<file path="config.mk">
export PLATFORM = sky130hd
export DESIGN_NAME = p2ci_ctrl
export DESIGN_NICKNAME = d
export VERILOG_FILES = /design/src/rtl/p2ci_pkg.sv /design/src/rtl/p2ci_ctrl.sv
export SDC_FILE = /design/constraint.sdc
export NUM_CORES = 1
export LEC_CHECK = 0
export BUFFER_PORTS_ARGS = -buffer_cell sky130_fd_sc_hd__buf_2
export CAP_MARGIN = 20
export CORE_AREA = 2 2 39 41
export CTS_BUF_LIST = sky130_fd_sc_hd__clkbuf_2 sky130_fd_sc_hd__clkbuf_4 sky130_fd_sc_hd__clkbuf_8
export DETAILED_ROUTE_END_ITERATION = 6
export DIE_AREA = 0 0 41 43
export PLACE_DENSITY = 0.57
export SYNTH_ARGS = -nofsm -noshare
export SYNTH_HDL_FRONTEND = slang
export SYNTH_SLANG_ARGS = --single-unit
</file>
<file path="constraint.sdc">
create_clock -name clk_i -period 3.2 [get_ports clk_i]
set_input_delay 0.32 -clock clk_i [delete_from_list [all_inputs] [get_ports clk_i]]
set_output_delay 0.32 -clock clk_i [all_outputs]
set_load 0.05 [all_outputs]
</file>
<file path="src/rtl/p2ci_pkg.sv">
// Shared types and constants of the position to cell index block.
// Holds the payload structs, the controller states and the command/status bundles.
// Depends on nothing; every other file of the block imports it.
package p2ci_pkg;

  localparam int unsigned POS_BITS        = 32;
  localparam int unsigned SLOT_BITS       = 10;
  localparam int unsigned CNT_BITS        = 10;
  localparam int unsigned TOL_BITS        = 31;
  localparam int unsigned STAT_BITS       = 2;
  localparam int unsigned CFG_IDX_BITS    = 2;
  localparam int unsigned CFG_DATA_BITS   = 31;
  localparam int unsigned MAX_FACES_DEF   = 1024;

  // Register indexes of the configuration port
  localparam logic [CFG_IDX_BITS-1:0] REG_CELL_COUNT   = 2'd0;
  localparam logic [CFG_IDX_BITS-1:0] REG_CLAMP_ENABLE = 2'd1;
  localparam logic [CFG_IDX_BITS-1:0] REG_CLAMP_TOL    = 2'd2;

  // Input commands
  localparam logic CMD_LOAD  = 1'b0;
  localparam logic CMD_QUERY = 1'b1;

  // Result status codes
  localparam logic [STAT_BITS-1:0] STAT_FOUND = 2'd0;
  localparam logic [STAT_BITS-1:0] STAT_RANGE = 2'd1;

  typedef struct packed {
    logic                       command;
    logic [SLOT_BITS-1:0]       face_slot;
    logic signed [POS_BITS-1:0] face_position;
    logic signed [POS_BITS-1:0] query_position;
    logic                       low_side;
  } p2ci_in_t;

  typedef struct packed {
    logic [CNT_BITS-1:0]  cell_index;
    logic [STAT_BITS-1:0] status;
  } p2ci_out_t;

  typedef enum logic [2:0] {
    S_IDLE,
    S_RD_LAST,
    S_CLAMP_LO,
    S_CLAMP_HI,
    S_CHECK,
    S_SEARCH,
    S_FIN,
    S_DONE
  } p2ci_state_e;

  // Controller to datapath
  typedef struct packed {
    logic take;      // input beat accepted this cycle
    logic set_err;   // cell count unusable: result is out of range
    logic rd_last;   // read the last face
    logic clamp_lo;  // capture last face, clamp toward first face
    logic clamp_hi;  // clamp toward last face
    logic check;     // end checks, start the bisection
    logic step;      // one bisection step
    logic fin;       // resolve the exact-face side
    logic push;      // move the result into the output register
  } p2ci_cmd_t;

  // Datapath to controller
  typedef struct packed {
    logic is_query;
    logic cnt_bad;
    logic hit_first;
    logic hit_last;
    logic out_range;
    logic more_init;
    logic more_step;
    logic out_free;
  } p2ci_sts_t;

endpackage

</file>
<file path="src/rtl/p2ci_ctrl.sv">
// Sequencer of the position to cell index block.
// Walks one query through end reads, clamping, end checks and the bisection.
// Depends on p2ci_pkg.
module p2ci_ctrl (
  input  logic                clk_i,
  input  logic                rst_ni,
  input  logic                in_valid_i,
  output logic                in_ready_o,
  input  p2ci_pkg::p2ci_sts_t sts_i,
  output p2ci_pkg::p2ci_cmd_t cmd_o
);
  import p2ci_pkg::*;

  p2ci_state_e state_q, state_d;
  logic        take;

  assign take = in_valid_i && (state_q == S_IDLE);

  always_ff @(posedge clk_i or negedge rst_ni) begin
    if (!rst_ni) begin
      state_q <= S_IDLE;
    end else begin
      state_q <= state_d;
    end
  end

  always_comb begin
    state_d = state_q;
    case (state_q)
      S_IDLE: begin
        if (take && sts_i.is_query) begin
          state_d = sts_i.cnt_bad ? S_DONE : S_RD_LAST;
        end
      end
      S_RD_LAST:  state_d = S_CLAMP_LO;
      S_CLAMP_LO: state_d = S_CLAMP_HI;
      S_CLAMP_HI: state_d = S_CHECK;
      S_CHECK: begin
        if (sts_i.hit_first || sts_i.hit_last || sts_i.out_range) begin
          state_d = S_DONE;
        end else if (sts_i.more_init) begin
          state_d = S_SEARCH;
        end else begin
          state_d = S_FIN;
        end
      end
      S_SEARCH: begin
        if (!sts_i.more_step) begin
          state_d = S_FIN;
        end
      end
      S_FIN: state_d = S_DONE;
      S_DONE: begin
        if (sts_i.out_free) begin
          state_d = S_IDLE;
        end
      end
      default: state_d = S_IDLE;
    endcase
  end

  always_comb begin
    cmd_o          = '0;
    cmd_o.take     = take;
    cmd_o.set_err  = take && sts_i.is_query && sts_i.cnt_bad;
    cmd_o.rd_last  = (state_q == S_RD_LAST);
    cmd_o.clamp_lo = (state_q == S_CLAMP_LO);
    cmd_o.clamp_hi = (state_q == S_CLAMP_HI);
    cmd_o.check    = (state_q == S_CHECK);
    cmd_o.step     = (state_q == S_SEARCH);
    cmd_o.fin      = (state_q == S_FIN);
    cmd_o.push     = (state_q == S_DONE) && sts_i.out_free;
  end

  assign in_ready_o = (state_q == S_IDLE);

endmodule

</file>
==> results.tsv <==
stage	metric	value	unit
clock_tree	CTS Buffer Depth	2	
route	drt pass-1 iters	2	
route	per-cell routed wire length	8.29	um
logic_synthesis	Synth Instances	42	
logic_synthesis	ys async rst share	100	%
global_route	gr ovfl total	0	
critical_path	CP Capture Type	output pin	
logic_synthesis	Synth top area share	25.5	%
critical_path	Crit path arrival time	1450	ps
timing	setup TNS	0	ps
global_route	largest net degree at the start of global routing	16	
pwr	VDD IR max	0.335	mV
clock_tree	setup bufs post-CTS	0	
layout	Multi-input gate area	196	sq um
pwr	leak pwr	0.000223	uW
critical_path	Worst EP required	2880	ps
placed_design	placed cell area	392	sq um
run	Max-cap violations	0	
critical_path	Crit Path Class	flop to output pin	
timing	Fmax	564	MHz
timing	Final Hold Viols	0	
critical_path	delay of the slowest critical-path stage	520	ps
placed_design	post-DP HPWL	510	um
clock_tree	H-tree Lvls	1	
clock_tree	clk sinks	3	
global_route	global-route wire length before repair	972	um
timing	final setup fails	0	
global_route	overall routing resource usage	8.37	%
critical_path	Crit-path slowest cell	dfrtp_1	
timing	fin. max-slew vios	0	
critical_path	Crit Path Max Fanout	15	
floorplan	Die H	43	um
logic_synthesis	count of different cell masters after synthesis	20	
layout	Final #Nets	75	
logic_synthesis	post-synth net total	53	
pwr	Pwr Total	455	uW
status	outcome	completed	
route	DRC errors left	0	
logic_synthesis	main flop type after synthesis	dfrtp_1	
clock_tree	TritonCTS clock tree	yes	
pwr	Pwr per Cell Area	1060	nW/um^2
timing	unrepaired setup endpoints after global routing	no	
global_route	initial antenna violation count	0	
placed_design	RD Place Congestion	0.727	
route	drt total wl	655	um
timing	clock skew	0.203	ps
layout	biggest regs	state_q: 3 flops	
logic_synthesis	sequential cell area fraction in the yosys report	25.5	%
timing	worst setup margin	1430	ps
layout	Register Area	75.1	sq um
placed_design	worst slack, placed	1660	ps
floorplan	IO Pins	21	
layout	number of flip-flops in the largest register	3	
layout	ant diodes	0	
logic_synthesis	Synth top cells by count	nand2_1 (6), nor2_1 (6)	
layout	synth-to-layout area growth	46.8	%
timing	Rel. slew slack	70.8	%
logic_synthesis	cell accounting for the most synthesized area	dfrtp_1	
floorplan	core area	1380	sq um
placed_design	placed cells	74	
layout	fin area	432	sq um
timing	Worst Tran Pin Value	437	ps
critical_path	Buf/Inv on CP	1	
route	via count	352	
logic_synthesis	top post-synthesis cells by area	dfrtp_1 (26%), nand2_1 (7.7%), nor2_1 (7.7%)	
floorplan	num rows	14	
layout	fillers	162	
hold_path	HP Class	input pin to asynchronous set/reset pin	
logic_synthesis	Seq cells post-synth	3	
timing	Tmin final	1770	ps
layout	number of non-filler instances in the completed layout	79	
critical_path	CP cell instances	nor3_4, and2_1, buf_2	
layout	Reg with most FFs	state_q	
critical_path	delay-heaviest family, CP	flip-flops	
route	vias per cell	4.46	
logic_synthesis	Syn Area/Cell	7.00	sq um
clock_tree	Worst-path clk slew	40	ps
logic_synthesis	warnings from Yosys	0	
critical_path	crit start category	flop	
clock_tree	root buf cell	clkbuf_4	
route	Starting DRT DRC Count	4	
layout	layout cell share with drive strength beyond 1	41.3	%
clock_tree	CTS buffer count	3	
clock_tree	worst-skew pair later-pin latency	230	ps
floorplan	Initial Util	21.2	%
logic_synthesis	mapped cell area	294	sq um
floorplan	die footprint	1760	sq um
floorplan	Chip Width	41	um
timing	fin crit share	55.4	%
global_route	number of global-route vias before repair	287	
route	antenna-violating nets left	0	
logic_synthesis	Post-synth EDFFs	0	
placed_design	IO buf count	20	
## cell families after synthesis
| group | count (synthesis) | synth area share (%) |
|---|---|---|
| flip-flops | 3 | 25.5 |
| buffers and inverters | 4 | 7.66 |
| AO/OA/AOI/OAI | 9 | 18.7 |
| AND/OR/NAND/NOR | 26 | 48.1 |
## cell type report
type                       count  area share (%)
tap                           16            4.64
sequential                     3            17.4
timing repair buffer          21            25.5
multi-input combinational     35            45.5
clock buffer                   4            6.96
## cell usage in the layout, fill, tap and decap left out
cell type,n
a21o_1,1
dfrtp_1,3
buf_2,20
nor3_4,1
nor4_1,1
dlygate4sd3_1,1
and3b_1,1
nor3_1,2
nand2_1,6
o21ai_0,1
a21oi_1,3
nor2_1,6
and2_1,2
nand2b_1,2
clkbuf_4,4
o21ai_1,1
a21boi_1,1
a31oi_1,1
nand3_1,3
a31o_2,1
nor3b_1,2
## path summary, 6_finish.rpt
path / start / to / slack [ps] / cells after the start
max reg2reg: state_q[1]$_DFFE_PN0P_ / state_q[1]$_DFFE_PN0P_ / 1950 / 4
min: rst_ni / state_q[0]$_DFFE_PN0P_ / 410 / 2
min reg2reg: state_q[1]$_DFFE_PN0P_ / state_q[2]$_DFFE_PN0P_ / 780 / 1
min in group clk_i: sts_i[2] / state_q[1]$_DFFE_PN0P_ / 410 / 4
max: state_q[1]$_DFFE_PN0P_ / cmd_o[8] / 1430 / 3
max in group asynchronous: rst_ni / state_q[2]$_DFFE_PN0P_ / 2680 / 2
## worst register-to-register path, cell delays in order (launching register included)
cell      delay [ps]
dfrtp_1          520
nand2b_1         230
a21o_1           200
a21oi_1          120
a31oi_1           50
## power by group
| group | internal, uW | total (uW) | switching (uW) | leakage, uW |
|---|---|---|---|---|
| clock | 55.2 | 75.6 | 20.4 | 0.0000184 |
| sequential | 55.9 | 121 | 65.1 | 0.0000327 |
| combinational | 83.0 | 259 | 176 | 0.000171 |
## routing by layer
layer | vias to the layer above | part of all wire (%) | wire [um] | track usage (%)
met1 | 152 | 39 | 256 | 8.14
met2 | 10 | 53 | 348 | 13.4
met4 | 0 | 0 | 0 | 8.00
met3 | 0 | 7.6 | 50 | 1.57
met5 | - | 0 | 0 | 0
li1 | 190 | - | - | -
## stage by stage
step                util (%)  hold WS [ps]
floorplan                  -          24.4
global placement        28.3           117
detailed placement      28.3           117
CTS                     31.2           395
global route            31.2           421
finish                  31.2           405
## repair_timing
action / in CTS / in global routing
hold endpoints to repair: 3 / 0
endpoints found under the setup margin: 0 / 0
hold buffers: 1 / 0
resized for setup: 0 / 0
No activity file was read; power rests on OpenSTA's default activity.
